File: src/hdl/bfsw_pkg.sv
// Shared types and constants for the byte FIFO with shift window.
// No dependencies; the top module and the testbench import this package.
package bfsw_pkg;

  localparam int CNT_W     = 9;
  localparam int BYTE_W    = 8;
  localparam int WORD_W    = 16;
  localparam int CTR_W     = 16;
  localparam int ACT_W     = 2;
  localparam int CFG_IDX_W = 2;

  localparam logic [CNT_W-1:0] CAP_RESET = 9'd256;

  typedef enum logic [ACT_W-1:0] {
    ACT_ADD  = 2'd0,
    ACT_READ = 2'd1,
    ACT_WORD = 2'd2,
    ACT_PEEK = 2'd3
  } action_e;

  typedef enum logic [1:0] {
    ST_OK      = 2'd0,
    ST_FULL    = 2'd1,
    ST_EMPTY   = 2'd2,
    ST_INVALID = 2'd3
  } status_e;

  typedef enum logic [CFG_IDX_W-1:0] {
    CFG_CAPACITY = 2'd0,
    CFG_MODE     = 2'd1
  } cfg_index_e;

  typedef enum logic {
    MODE_CIRCULAR = 1'b0,
    MODE_SHIFT    = 1'b1
  } mode_e;

  typedef enum logic [1:0] {
    S_IDLE = 2'd0,
    S_WORD = 2'd1,
    S_FIN  = 2'd2
  } state_e;

  typedef struct packed {
    logic [ACT_W-1:0]  action;
    logic [BYTE_W-1:0] data_in;
  } in_item_t;

  typedef struct packed {
    logic [1:0]        status;
    logic [WORD_W-1:0] data_out;
    logic [CNT_W-1:0]  bytes_filled;
    logic [CNT_W-1:0]  bytes_free;
    logic              counts_valid;
    logic [CTR_W-1:0]  overflow_count;
    logic [CTR_W-1:0]  underflow_count;
  } out_item_t;

  typedef struct packed {
    logic [CFG_IDX_W-1:0] index;
    logic [CNT_W-1:0]     data;
  } cfg_write_t;

endpackage

File: src/hdl/bfsw_stream_if.sv
// Valid/ready channel carrying one payload item of type T.
// Used for the input, result and configuration channels; no dependencies.
interface bfsw_stream_if #(
  parameter type T = logic
);
  logic valid;
  logic ready;
  T     data;

  modport source (output valid, output data, input ready);
  modport sink   (input valid, input data, output ready);
endinterface

File: src/hdl/byte_fifo_with_shift_window.sv
// Byte FIFO of configurable capacity with a circular mode and a shift-window mode.
// Depends on bfsw_pkg, bfsw_stream_if and bfsw_byte_ram.
//
// An item (add, read byte, read 16-bit little-endian word, peek) is taken when
// the block is idle and gives one result item. Add, read and peek go from idle
// to S_FIN; a word read passes through S_WORD first, since its two bytes come
// from one single-port byte store with registered read data. Every result passes
// through a result register before the output register. A result waiting at
// the output does not hold back the next item; the block stalls only if a
// second result is ready before the first is taken. In shift mode only add is
// valid, fill counts are reported as zero with counts_valid low, and the stored
// bytes are never returned. The store needs no clearing pass after reset: a
// byte is read only after it has been written. A capacity or mode write empties
// the queue and keeps the overflow and underflow counters.
module byte_fifo_with_shift_window #(
  parameter int MAX_DEPTH = 256
) (
  input  logic   clk_i,
  input  logic   rst_ni,
  bfsw_stream_if.sink   in_i,
  bfsw_stream_if.source out_o,
  bfsw_stream_if.sink   cfg_i
);
  import bfsw_pkg::*;

  localparam int AW      = (MAX_DEPTH > 1) ? $clog2(MAX_DEPTH) : 1;
  localparam int CAP_LIM = (MAX_DEPTH < 511) ? MAX_DEPTH : 511;
  localparam logic [CNT_W-1:0] CAP_MAX = CAP_LIM[CNT_W-1:0];

  // control state
  state_e           state_q, state_d;
  logic [CNT_W-1:0] cap_q, cap_d;
  mode_e            mode_q, mode_d;
  logic [CNT_W-1:0] rp_q, rp_d;
  logic [CNT_W-1:0] fill_q, fill_d;
  logic [CTR_W-1:0] ovf_q, ovf_d;
  logic [CTR_W-1:0] unf_q, unf_d;
  logic             out_valid_q, out_valid_d;

  // staged result
  out_item_t         res_q, res_d;
  logic              use_mem_q, use_mem_d;
  logic              word_q, word_d;
  logic [CNT_W-1:0]  rp2_q, rp2_d;
  logic [BYTE_W-1:0] lo_q;
  out_item_t         out_q, out_d;

  logic              accept, cfg_acc, out_load;
  logic [CNT_W-1:0]  cap_eff;
  logic [CNT_W:0]    sum1, sum2, wsum;
  logic [CNT_W-1:0]  rp_inc, rp_inc2, waddr;
  status_e           st;
  logic              mem_en, mem_we;
  logic [AW-1:0]     mem_addr;
  logic [BYTE_W-1:0] mem_rdata;
  in_item_t          item;
  cfg_write_t        cw;

  assign item    = in_i.data;
  assign cw      = cfg_i.data;
  assign accept  = in_i.valid && in_i.ready;
  assign cfg_acc = cfg_i.valid && cfg_i.ready;
  assign cfg_i.ready = 1'b1;

  assign cap_eff = (cap_q == '0)     ? CNT_W'(1) :
                   (cap_q > CAP_MAX) ? CAP_MAX   : cap_q;

  // wrap pointer arithmetic: operands stay below capacity, so one subtract
  assign sum1    = {1'b0, rp_q} + (CNT_W+1)'(1);
  assign sum2    = {1'b0, rp_q} + (CNT_W+1)'(2);
  assign wsum    = {1'b0, rp_q} + {1'b0, fill_q};
  assign rp_inc  = (sum1 >= {1'b0, cap_eff}) ? CNT_W'(sum1 - {1'b0, cap_eff}) : sum1[CNT_W-1:0];
  assign rp_inc2 = (sum2 >= {1'b0, cap_eff}) ? CNT_W'(sum2 - {1'b0, cap_eff}) : sum2[CNT_W-1:0];
  assign waddr   = (wsum >= {1'b0, cap_eff}) ? CNT_W'(wsum - {1'b0, cap_eff}) : wsum[CNT_W-1:0];

  // item decode, queue update and store access
  always_comb begin
    cap_d     = cap_q;
    mode_d    = mode_q;
    rp_d      = rp_q;
    fill_d    = fill_q;
    ovf_d     = ovf_q;
    unf_d     = unf_q;
    st        = ST_OK;
    use_mem_d = use_mem_q;
    word_d    = word_q;
    rp2_d     = rp2_q;
    mem_en    = 1'b0;
    mem_we    = 1'b0;
    mem_addr  = AW'(rp_q);

    if (cfg_acc) begin
      unique case (cw.index)
        CFG_CAPACITY: begin
          cap_d  = cw.data;
          rp_d   = '0;
          fill_d = '0;
        end
        CFG_MODE: begin
          mode_d = mode_e'(cw.data[0]);
          rp_d   = '0;
          fill_d = '0;
        end
        default: ;
      endcase
    end else if (accept) begin
      use_mem_d = 1'b0;
      word_d    = 1'b0;
      if (mode_q == MODE_SHIFT) begin
        // window contents are never read back; only the status matters
        st = (item.action == ACT_ADD) ? ST_OK : ST_INVALID;
      end else begin
        unique case (item.action)
          ACT_ADD: begin
            if (fill_q >= cap_eff) begin
              st    = ST_FULL;
              ovf_d = ovf_q + CTR_W'(1);
            end else begin
              mem_en   = 1'b1;
              mem_we   = 1'b1;
              mem_addr = AW'(waddr);
              fill_d   = fill_q + CNT_W'(1);
            end
          end
          ACT_READ: begin
            if (fill_q == '0) begin
              st    = ST_EMPTY;
              unf_d = unf_q + CTR_W'(1);
            end else begin
              mem_en    = 1'b1;
              use_mem_d = 1'b1;
              rp_d      = rp_inc;
              fill_d    = fill_q - CNT_W'(1);
            end
          end
          ACT_WORD: begin
            if (fill_q == '0) begin
              st    = ST_EMPTY;
              unf_d = unf_q + CTR_W'(1);
            end else if (fill_q == CNT_W'(1)) begin
              // consume the lone byte, then underflow on the second
              st     = ST_EMPTY;
              unf_d  = unf_q + CTR_W'(1);
              rp_d   = rp_inc;
              fill_d = '0;
            end else begin
              mem_en    = 1'b1;
              use_mem_d = 1'b1;
              word_d    = 1'b1;
              rp2_d     = rp_inc;
              rp_d      = rp_inc2;
              fill_d    = fill_q - CNT_W'(2);
            end
          end
          ACT_PEEK: begin
            if (fill_q == '0) begin
              st = ST_EMPTY;
            end else begin
              mem_en    = 1'b1;
              use_mem_d = 1'b1;
            end
          end
          default: ;
        endcase
      end
    end

    // high byte of a word read
    if (state_q == S_WORD) begin
      mem_en   = 1'b1;
      mem_we   = 1'b0;
      mem_addr = AW'(rp2_q);
    end
  end

  always_comb begin
    res_d = res_q;
    if (accept) begin
      res_d.status          = st;
      res_d.data_out        = '0;
      res_d.bytes_filled    = (mode_q == MODE_CIRCULAR) ? fill_d : '0;
      res_d.bytes_free      = (mode_q == MODE_CIRCULAR) ? (cap_eff - fill_d) : '0;
      res_d.counts_valid    = (mode_q == MODE_CIRCULAR);
      res_d.overflow_count  = ovf_d;
      res_d.underflow_count = unf_d;
    end
  end

  // next state
  always_comb begin
    state_d = state_q;
    unique case (state_q)
      S_IDLE: begin
        if (accept) begin
          state_d = word_d ? S_WORD : S_FIN;
        end
      end
      S_WORD:  state_d = S_FIN;
      S_FIN: begin
        if (out_load) begin
          state_d = S_IDLE;
        end
      end
      default: state_d = S_IDLE;
    endcase
  end

  // state machine outputs; hold off an item while a register write is offered
  always_comb begin
    in_i.ready = (state_q == S_IDLE) && !cfg_i.valid;
    out_load   = (state_q == S_FIN) && (!out_valid_q || out_o.ready);
  end

  always_comb begin
    out_d = out_q;
    out_valid_d = out_valid_q;
    if (out_o.ready) begin
      out_valid_d = 1'b0;
    end
    if (out_load) begin
      out_d = res_q;
      if (use_mem_q) begin
        out_d.data_out = word_q ? {mem_rdata, lo_q} : {{(WORD_W-BYTE_W){1'b0}}, mem_rdata};
      end
      out_valid_d = 1'b1;
    end
  end

  assign out_o.valid = out_valid_q;
  assign out_o.data  = out_q;

  always_ff @(posedge clk_i or negedge rst_ni) begin
    if (!rst_ni) begin
      state_q     <= S_IDLE;
      cap_q       <= CAP_RESET;
      mode_q      <= MODE_CIRCULAR;
      rp_q        <= '0;
      fill_q      <= '0;
      ovf_q       <= '0;
      unf_q       <= '0;
      out_valid_q <= 1'b0;
    end else begin
      state_q     <= state_d;
      cap_q       <= cap_d;
      mode_q      <= mode_d;
      rp_q        <= rp_d;
      fill_q      <= fill_d;
      ovf_q       <= ovf_d;
      unf_q       <= unf_d;
      out_valid_q <= out_valid_d;
    end
  end

  always_ff @(posedge clk_i) begin
    res_q     <= res_d;
    use_mem_q <= use_mem_d;
    word_q    <= word_d;
    rp2_q     <= rp2_d;
    out_q     <= out_d;
    if (state_q == S_WORD) begin
      lo_q <= mem_rdata;
    end
  end

  bfsw_byte_ram #(
    .DEPTH (MAX_DEPTH),
    .AW    (AW)
  ) u_ram (
    .clk_i   (clk_i),
    .en_i    (mem_en),
    .we_i    (mem_we),
    .addr_i  (mem_addr),
    .wdata_i (item.data_in),
    .rdata_o (mem_rdata)
  );

endmodule

File: src/hdl/bfsw_byte_ram.sv
// Single-port byte store, one access per cycle, registered read data.
// No package dependencies.
module bfsw_byte_ram #(
  parameter int DEPTH = 256,
  parameter int AW    = (DEPTH > 1) ? $clog2(DEPTH) : 1
) (
  input  logic          clk_i,
  input  logic          en_i,
  input  logic          we_i,
  input  logic [AW-1:0] addr_i,
  input  logic [7:0]    wdata_i,
  output logic [7:0]    rdata_o
);

  logic [7:0] mem [DEPTH];
  logic [7:0] rdata_q;

  always_ff @(posedge clk_i) begin
    if (en_i) begin
      if (we_i) begin
        mem[addr_i] <= wdata_i;
      end else begin
        rdata_q <= mem[addr_i];
      end
    end
  end

  assign rdata_o = rdata_q;

endmodule

File: src/flat_wrapper.sv
// flat-port wrapper written by rule: the top's interface ports become plain ports
module byte_fifo_with_shift_window_flat import bfsw_pkg::*;
#(
  parameter int MAX_DEPTH = 256
)
  (clk_i, rst_ni, in_i_valid, in_i_data, in_i_ready, out_o_valid, out_o_data, out_o_ready, cfg_i_valid, cfg_i_data, cfg_i_ready);
  bfsw_stream_if #(.T(in_item_t)) in_i_i ();
  bfsw_stream_if #(.T(out_item_t)) out_o_i ();
  bfsw_stream_if #(.T(cfg_write_t)) cfg_i_i ();
  input  logic clk_i;
  input  logic rst_ni;
  input wire logic [$bits(in_i_i.valid)-1:0] in_i_valid;
  input wire logic [$bits(in_i_i.data)-1:0] in_i_data;
  output wire logic [$bits(in_i_i.ready)-1:0] in_i_ready;
  output wire logic [$bits(out_o_i.valid)-1:0] out_o_valid;
  output wire logic [$bits(out_o_i.data)-1:0] out_o_data;
  input wire logic [$bits(out_o_i.ready)-1:0] out_o_ready;
  input wire logic [$bits(cfg_i_i.valid)-1:0] cfg_i_valid;
  input wire logic [$bits(cfg_i_i.data)-1:0] cfg_i_data;
  output wire logic [$bits(cfg_i_i.ready)-1:0] cfg_i_ready;
  assign in_i_i.valid = in_i_valid;
  assign in_i_i.data = in_i_data;
  assign in_i_ready = in_i_i.ready;
  assign out_o_valid = out_o_i.valid;
  assign out_o_data = out_o_i.data;
  assign out_o_i.ready = out_o_ready;
  assign cfg_i_i.valid = cfg_i_valid;
  assign cfg_i_i.data = cfg_i_data;
  assign cfg_i_ready = cfg_i_i.ready;
  byte_fifo_with_shift_window #(.MAX_DEPTH(MAX_DEPTH)) u_core (.clk_i(clk_i), .rst_ni(rst_ni), .in_i(in_i_i), .out_o(out_o_i), .cfg_i(cfg_i_i));
endmodule
File: config.mk
export PLATFORM = sky130hd
export DESIGN_NAME = byte_fifo_with_shift_window_flat
export DESIGN_NICKNAME = d
export VERILOG_FILES = /design/src/hdl/bfsw_pkg.sv /design/src/hdl/bfsw_stream_if.sv /design/src/hdl/byte_fifo_with_shift_window.sv /design/src/hdl/bfsw_byte_ram.sv /design/src/flat_wrapper.sv
export SDC_FILE = /design/constraint.sdc
export NUM_CORES = 2
export LEC_CHECK = 0
export ABC_AREA = 1
export BUFFER_PORTS_ARGS = -buffer_cell sky130_fd_sc_hd__buf_2
export CAP_MARGIN = 20
export CORE_ASPECT_RATIO = 1.75
export CORE_MARGIN = 2
export CORE_UTILIZATION = 57
export DETAILED_ROUTE_END_ITERATION = 8
export GPL_ROUTABILITY_DRIVEN = 0
export GPL_TIMING_DRIVEN = 1
export PLACE_DENSITY = 0.76
export SLEW_MARGIN = 5
export SYNTH_ARGS = -nofsm -noshare
export SYNTH_HDL_FRONTEND = slang
export SYNTH_HIERARCHICAL = 1
export SYNTH_SLANG_ARGS = --single-unit
File: constraint.sdc
create_clock -name clk_i -period 5.47 [get_ports clk_i]
set_clock_uncertainty 0.2 [all_clocks]
set_input_delay 1.094 -clock clk_i [delete_from_list [all_inputs] [get_ports clk_i]]
set_output_delay 1.094 -clock clk_i [all_outputs]
set_load 0.005 [all_outputs]
Word level (Yosys, flattened, before mapping)
Memory sizes are Yosys's and may differ from the RTL's. A register that Yosys moved wholly into a read port is not among the register bits.
Index checks and enable logic that the tools add are counted.

cells by class
  $add $sub $neg = 12
  multiply operators = 0
  div/mod/pow operators = 0
  magnitude comparators = 5
  eq/ne operators = 13
  shifts and indexed selects = 0
  multiplexer cells = 76
  bitwise gates (word level) = 5
  reductions and logical operators = 24

operator list
  operator                                              count
  two-way mux 16 bit                                    11
  two-way mux 9 bit                                     19
  two-way mux 8 bit                                     8
  adder 16 x 1 -> 16 bit, second input constant         2
  one-hot mux 16 bit (2 select lines)                   1
  >= comparator 10 x 9 -> 1 bit                         3
  one-hot mux 9 bit (3 select lines)                    1
  subtractor 9 bit                                      3
  two-way mux 1 bit                                     23
  zero test 9 bit                                       2
  one-hot mux 9 bit (2 select lines)                    1
  two-way mux 2 bit                                     8
  one-hot mux 2 bit (3 select lines)                    2
  AND reduction 2 bit                                   6
  AND reduction 6 bit                                   2
  adder 9 x 1 -> 10 bit, second input constant          1
  adder 9 x 2 -> 10 bit, second input constant          1
  adder 9 x 9 -> 10 bit                                 1
  adder 9 x 1 -> 9 bit, second input constant           1
  == test 9 x 1 -> 1 bit, second input constant         1
  >= comparator 9 bit                                   1
  greater-than comparator 9 bit, second input constant  1
  subtractor 9 x 1 -> 9 bit, second input constant      1
  subtractor 9 x 2 -> 9 bit, second input constant      1
  other kinds (16)                                      34

storage, ports and cells
  register bits after elaboration = 203
  bits in latches = 0
  RAM bits = 2048
  ROM bits = 0
  input port bits = 26
  output and inout bits = 72
  word-level logic and storage cells = 162
  memories = 1

memories
  memory            words  width  read ports  clocked after memory_dff  write ports  line                 text
  u_core.u_ram.mem  256    8      1           1                         1            bfsw_byte_ram.sv:15  logic [7:0] mem [DEPTH];

Longest topological paths before layout
  depth in word-level cells = 13
  mapped depth = 37
  gate-level depth less buffers = 33

Modules after synthesis
The synthesis kept the hierarchy.

modules (own cells, without submodules)
  module                       instances  cells an instance  area each (um^2)  seq. area each (um^2)
  bfsw_byte_ram                1          7960               84835.1           61739.2
  byte_fifo_with_shift_window  1          1184               11199.5           5771.8

Worst setup path after synthesis
Ideal clock, no wire load.

  path kind = register -> register
  start = reg u_core.fill_q[2]
  end = mem u_core.u_ram.mem[101][0], enable pin
  setup time = 0.370 ns
  arrival = 4.594 ns
  data required time = 4.900 ns
  setup slack = 0.306 ns
  stages on the path, launching flop included = 27
  path buffers = 3
  clock period less this slack = 5.164 ns
  path through = dfrtp_1 > ha_1 > a21oi_1 > nand2_1 > a21oi_1 > nor2_1 > nor2_1 > xor2_1 > inv_1 > ha_1 > a21o_1 > a21oi_2 > nand2_1 > nand3_1 > nand2_1 > o21ai_2 > nand3_2 > nand2_1 > nand3_1 > a21oi_1 > inv_1 > nor2_1 > buf_2 > buf_2 > nand4_1 > clkbuf_1 > nor2_1

between the ends
  elaborated cells on any way between the ends = 30
  those cells by class = add/sub (2); order compare (2); eq/ne (1); mux (24); reduce/logical (1)

RTL lines
  element                                                                   line                                text
  start: declaration                                                        byte_fifo_with_shift_window.sv:35   logic [CNT_W-1:0] fill_q, fill_d;
  start signal: assignment                                                  byte_fifo_with_shift_window.sv:247  fill_q <= fill_d;
  adder 9 x 9 -> 10 bit                                                     byte_fifo_with_shift_window.sv:71   assign wsum = {1'b0, rp_q} + {1'b0, fill_q};
  subtractor 8 bit / >= comparator 10 x 9 -> 1 bit (equally long branches)  byte_fifo_with_shift_window.sv:74   assign waddr = (wsum >= {1'b0, cap_eff}) ? CNT_W'(wsum - {1'b0, cap_eff}) : wsum[CNT_W-1:0];
  two-way mux 8 bit                                                         byte_fifo_with_shift_window.sv:74
  two-way mux 8 bit (*)                                                     byte_fifo_with_shift_window.sv:115  if (fill_q >= cap_eff) begin
  two-way mux 8 bit (*)                                                     byte_fifo_with_shift_window.sv:113  unique case (item.action)
  two-way mux 8 bit (*)                                                     byte_fifo_with_shift_window.sv:109  if (mode_q == MODE_SHIFT) begin
  two-way mux 8 bit (*)                                                     byte_fifo_with_shift_window.sv:106  end else if (accept) begin
  two-way mux 8 bit (*)                                                     byte_fifo_with_shift_window.sv:92   if (cfg_acc) begin
  two-way mux 8 bit (*)                                                     byte_fifo_with_shift_window.sv:169  if (state_q == S_WORD) begin
  net u_core.mem_addr[2]                                                    byte_fifo_with_shift_window.sv:54   logic [AW-1:0] mem_addr;
  end: declaration                                                          bfsw_byte_ram.sv:15

Mark *: on every way through the listed nets, which the timed path passes. The rest lies on a longest branch.

Worst setup path in the final report
  start = reg u_core.cap_q[6]
  end = reg u_core.u_ram.rdata_q[0], in the netlist u_core/u_ram/rdata_o[0] (read register of u_core.u_ram.mem), data pin

between the ends
  elaborated cells on any way between the ends = 27
  those cells by class = add/sub (1); order compare (3); mux (20); bitwise (1); reduce/logical (2)

RTL lines
  element                                                                   line                                text
  start: declaration                                                        byte_fifo_with_shift_window.sv:32   logic [CNT_W-1:0] cap_q, cap_d;
  start signal: assignment                                                  byte_fifo_with_shift_window.sv:244  cap_q <= cap_d;
  greater-than comparator 9 bit                                             byte_fifo_with_shift_window.sv:66   (cap_q > CAP_MAX) ? CAP_MAX : cap_q;
  two-way mux 9 bit                                                         byte_fifo_with_shift_window.sv:66
  two-way mux 9 bit (*)                                                     byte_fifo_with_shift_window.sv:65   assign cap_eff = (cap_q == '0) ? CNT_W'(1) :
  subtractor 8 bit / >= comparator 10 x 9 -> 1 bit (equally long branches)  byte_fifo_with_shift_window.sv:74
  two-way mux 8 bit                                                         byte_fifo_with_shift_window.sv:74
  two-way mux 8 bit (*)                                                     byte_fifo_with_shift_window.sv:115
  two-way mux 8 bit (*)                                                     byte_fifo_with_shift_window.sv:113
  two-way mux 8 bit (*)                                                     byte_fifo_with_shift_window.sv:109
  two-way mux 8 bit (*)                                                     byte_fifo_with_shift_window.sv:106
  two-way mux 8 bit (*)                                                     byte_fifo_with_shift_window.sv:92
  two-way mux 8 bit (*)                                                     byte_fifo_with_shift_window.sv:169
  net u_core.mem_addr[0]                                                    byte_fifo_with_shift_window.sv:54
  end: declaration                                                          bfsw_byte_ram.sv:16                 logic [7:0] rdata_q;

Marks and branches as above.
A chain may end at the register's enable or synchronous reset.

==> Flow_metrics.wiki <==
{| class="wikitable"
! Metric !! Value
|-
| Part of the total power dissipated in sequential elements || 40.0%
|-
| Ports placed on the boundary || 98
|-
| Clk buf depth || 4
|-
| Most common cell after layout, fill and taps aside || nand2_1
|-
| Layout cells sized above 1 || 15.3%
|-
| Xor/xnor cell area share of the yosys netlist || 0.465%
|-
| Final period util || 104%
|-
| Final hold violation count || 0
|-
| DRT Wirelength || 293 mm
|-
| Clock latency reported for the late side of the worst-skew pair || 0.86 ns
|-
| Top library cells by usage in the layout, fill and taps aside || nand2_1, edfxtp_1, buf_4
|-
| Post-detailed-placement half-perimeter wirelength || 174 mm
|-
| Max stage delay on crit path || 0.37 ns
|-
| Number of enable-type register cells in the synthesized netlist || 2,195
|-
| Die W || 314 um
|-
| Final critical path time including I/O delays and setup || 5.68 ns
|-
| Crit-path most repeated cell || nand2_1
|-
| Sequential share of the synthesized area || 70.3%
|-
| Max VDD drop || 0.267 mV
|-
| Count of unresolved DRC violations after routing || 0
|-
| Core region area || 168,000 um^2
|-
| Transition time of the tightest slew-check pin || 1.06 ns
|-
| Relative max-transition margin || 29.5%
|-
| Setup-violating endpoint count in the final report || 8
|-
| Power spent charging and discharging nets || 16.3 mW
|-
| Multiplexer share of the synthesized area || 0.0677%
|-
| Vert. Die Dim || 547 um
|-
| Flop2flop setup slack || -0.21 ns
|-
| Peak fanout along the critical path || 9
|-
| Sink of the worst hold path || u_core/out_o.data[30]$_DFFE_PP_
|-
| Clk Tree Root Cell || clkbuf_16
|-
| Slowest CP cell || dfrtp_1
|-
| Critical register-to-register path startpoint || u_core/cap_q[6]$_DFFE_PN0P_
|-
| Pwr Density || 425 nW/um^2
|-
| Total standard cell area after synthesis || 96,000 um^2
|-
| Post-layout total power || 48.2 mW
|-
| Leading register cell type out of synthesis || edfxtp_1
|-
| Total of max-cap violations || 0
|-
| Worst R2R Path Depth || 35
|-
| Number of nets produced by synthesis || 9,243
|-
| Fraction of the mapped netlist area in compound gates || 1.92%
|-
| Synthesized flop and latch total || 2,259
|-
| Type of the most critical hold path || reg -> reg
|-
| Post-layout nets || 9,967
|-
| Routed wire length per instance || 23.9 um
|-
| Distinct cells, synth || 55
|-
| Antenna violations before repair || 7
|-
| Vias after detailed routing || 72.3k
|-
| Combinational share of power || 31.6%
|-
| Clock slew at reported path FFs || 0.07 ns
|-
| Router iterations before antenna repair || 9
|-
| Leak pwr || 46.5 nW
|-
| TritonCTS Sinks || 2,259
|-
| Overall routing resource usage || 32.8%
|-
| Critical Path End Type || flip-flop
|-
| Post-route worst hold slack || 0.212 ns
|-
| Worst hold path startpoint || u_core/res_q[30]$_DFFE_PP_
|-
| CTS tree || yes
|-
| Sw frac || 33.9%
|-
| Initial DRC Count || 9,711
|-
| Post-layout util || 67.7%
|-
| # hold bufs at CTS || 0
|-
| FMAX || 176 MHz
|-
| Run status || finished, violations left
|-
| Async set-reset flop share out of synthesis || 2.79%
|-
| Gr ovfl total || 0
|-
| Fillers || 11.1k
|-
| Syn avg cell area || 10.5 um^2
|-
| Synth Area in Simple Gates || 23.4%
|-
| Pin count of the biggest net entering global routing || 120
|-
| Ys Warns || 6
|-
| Count of port buffers added during placement || 96
|-
| Post-detailed-placement cell area || 104,000 um^2
|-
| P&R area growth vs syn || 18.2%
|-
| Crit path DAT || 6.07 ns
|-
| Remaining antenna violation count after routing || 0
|-
| Combinational family with the most area after synthesis || simple AND/OR/NAND/NOR gates
|-
| Total CTS buffers || 192
|-
| Type of the setup path with the least slack || reg -> reg
|-
| Die area || 172,000 um^2
|-
| Global-route wire length before repair || 421 mm
|-
| Initial cell density of the core || 57.3%
|-
| Internal Dissipation || 31.9 mW
|-
| Std cell rows || 199
|-
| Crit path setup slack, layout || -0.209 ns
|-
| Setup TNS Final || -1.11 ns
|-
| Max-slew violation total from the final report || 0
|-
| Failing checks || setup timing
|-
| DR vias/cell || 5.91
|-
| Area occupied by registers || 67,500 um^2
|-
| Depth of the CTS H-tree || 4
|-
| Vias in the first global route || 71.8k
|-
| Critical Path Source Type || flip-flop
|-
| Mapped Cells || 9,144
|-
| Total area of multi-input combinational cells || 26,700 um^2
|-
| Hold Path Cell Cnt || 0
|-
| End of the worst register-to-register path || u_core/u_ram/rdata_o[0]$_DFFE_PP_
|-
| Finished layout cell area || 113,000 um^2
|-
| Clock share of power || 28.3%
|-
| Post-synthesis share of cell area spent on full adders, half adders and majority gates || 0.990%
|-
| Required time at the endpoint of the critical path || 5.86 ns
|-
| Setup repair after global routing missed its margin || yes
|}
-- sequential cells by signal, summed over array words and instances, names as in the netlist --
| register | count |
|---|---|
| u_core/cap_q | 9 |
| u_core/fill_q | 9 |
| u_core/lo_q | 8 |
| u_core/mode_q | 1 |
| u_core/out_o.data | 69 |
| u_core/out_o.valid | 1 |
| u_core/ovf_q | 16 |
| u_core/res_q | 53 |
| u_core/rp2_q | 8 |
| u_core/rp_q | 9 |
| u_core/state_q | 2 |
| u_core/u_ram/mem | 2048 |
| u_core/u_ram/rdata_o | 8 |
| u_core/unf_q | 16 |
| u_core/use_mem_q | 1 |
| u_core/word_q | 1 |
-- worst max-delay path: cells and delay by family (launching register included) --
family,cells,cell delay [ns]
AO/OA/AOI/OAI,5,0.82
adder cells (fa/ha/maj),2,0.57
buffers and inverters,7,0.97
flip-flops,1,0.37
AND/OR/NAND/NOR,21,2.47
-- cells by family after synthesis --
family                     Yosys count
AOI/OAI and AO/OA                  337
xor gates and xnor gates            51
other                                1
adders and majority gates           73
DFF                               2259
muxes                                6
buffers and inverters              622
and+or+nand+nor                   5795
-- layout make-up --
class                      instances  share of cell area (%)
clock buffer                     230                    4.47
sequential                      2259                    59.5
tap                             2211                    2.44
multi-input combinational       6263                    23.5
timing repair inverter             1                  0.0143
clock inverter                   114                   0.948
inverter                         177                   0.643
timing repair buffer             974                    8.46
antenna                            2                 0.00441
-- repair_timing --
| action | CTS | global route |
|---|---|---|
| pin swaps | 57 | 81 |
| resized for setup | 148 | 205 |
| endpoints found under the hold margin | 0 | 0 |
| setup endpoints to repair | 282 | 1637 |
| gates cloned | 26 | 17 |
| setup buffers | 37 | 27 |
-- cell usage after synthesis, types with 7 or more instances --
cell type  count  area, um^2
nand3_1      311        1560
a31oi_1        7        43.8
buf_6         11         124
nand4_1       71         444
buf_2        220        1100
nand2_1     4924       18500
o21ai_0       62         310
buf_1         36         135
o211ai_1      22         165
dfrtp_1       62        1550
inv_1        160         601
xnor2_1       13         114
nor2_1       448        1680
xor2_1        38         333
buf_4          9        67.6
clkbuf_1     169         634
o21ai_1      128         641
edfxtp_1    2195       65900
nor3_1        14        70.1
a21oi_1       94         470
inv_2         11        41.3
ha_1          68         851
-- worst max-delay path by stage --
stage | depth (start not counted) | end | slack [ns] | startpoint
after floorplan | 26 | u_core/u_ram/mem[101][0]$_DFFE_PP_ | 0.31 | u_core/fill_q[2]$_DFF_PN0_
after global placement | 34 | u_core/u_ram/rdata_o[6]$_DFFE_PP_ | -0.73 | u_core/rp_q[1]$_DFFE_PN0P_
after detailed placement | 33 | u_core/u_ram/rdata_o[6]$_DFFE_PP_ | -0.77 | u_core/rp_q[1]$_DFFE_PN0P_
after CTS | 36 | u_core/u_ram/rdata_o[0]$_DFFE_PP_ | -0.003 | u_core/fill_q[2]$_DFF_PN0_
after global routing | 35 | u_core/u_ram/rdata_o[0]$_DFFE_PP_ | -0.37 | u_core/cap_q[6]$_DFFE_PN0P_
final | 35 | u_core/u_ram/rdata_o[0]$_DFFE_PP_ | -0.21 | u_core/cap_q[6]$_DFFE_PN0P_
-- through the flow --
| stage | cells | setup slack (ns) |
|---|---|---|
| 2_1_floorplan | 9144 | 0.306 |
| 3_3_place_gp | 11800 | -0.726 |
| 3_5_place_dp | 11800 | -0.768 |
| 4_1_cts | 12200 | -0.00251 |
| 5_1_grt | 12200 | -0.368 |
| 6_report | 12200 | -0.209 |
-- power groups by stage --
stage               Sequential, mW  Clock, mW  Combinational, mW
floorplan                     19.7          0               7.37
global placement              19.7          0               12.2
detailed placement            19.7          0               12.5
CTS                           19.3       13.6               13.8
global route                  19.3       14.3               16.2
finish                        19.3       13.7               15.3
-- metal layers --
layer  share of wire (%)  GRT usage (%)
met5               0.011              0
met3                 9.9           5.53
met4                  10           27.3
met1                  31           35.5
met2                  49           56.3
No activity file was read; power rests on OpenSTA's default activity.
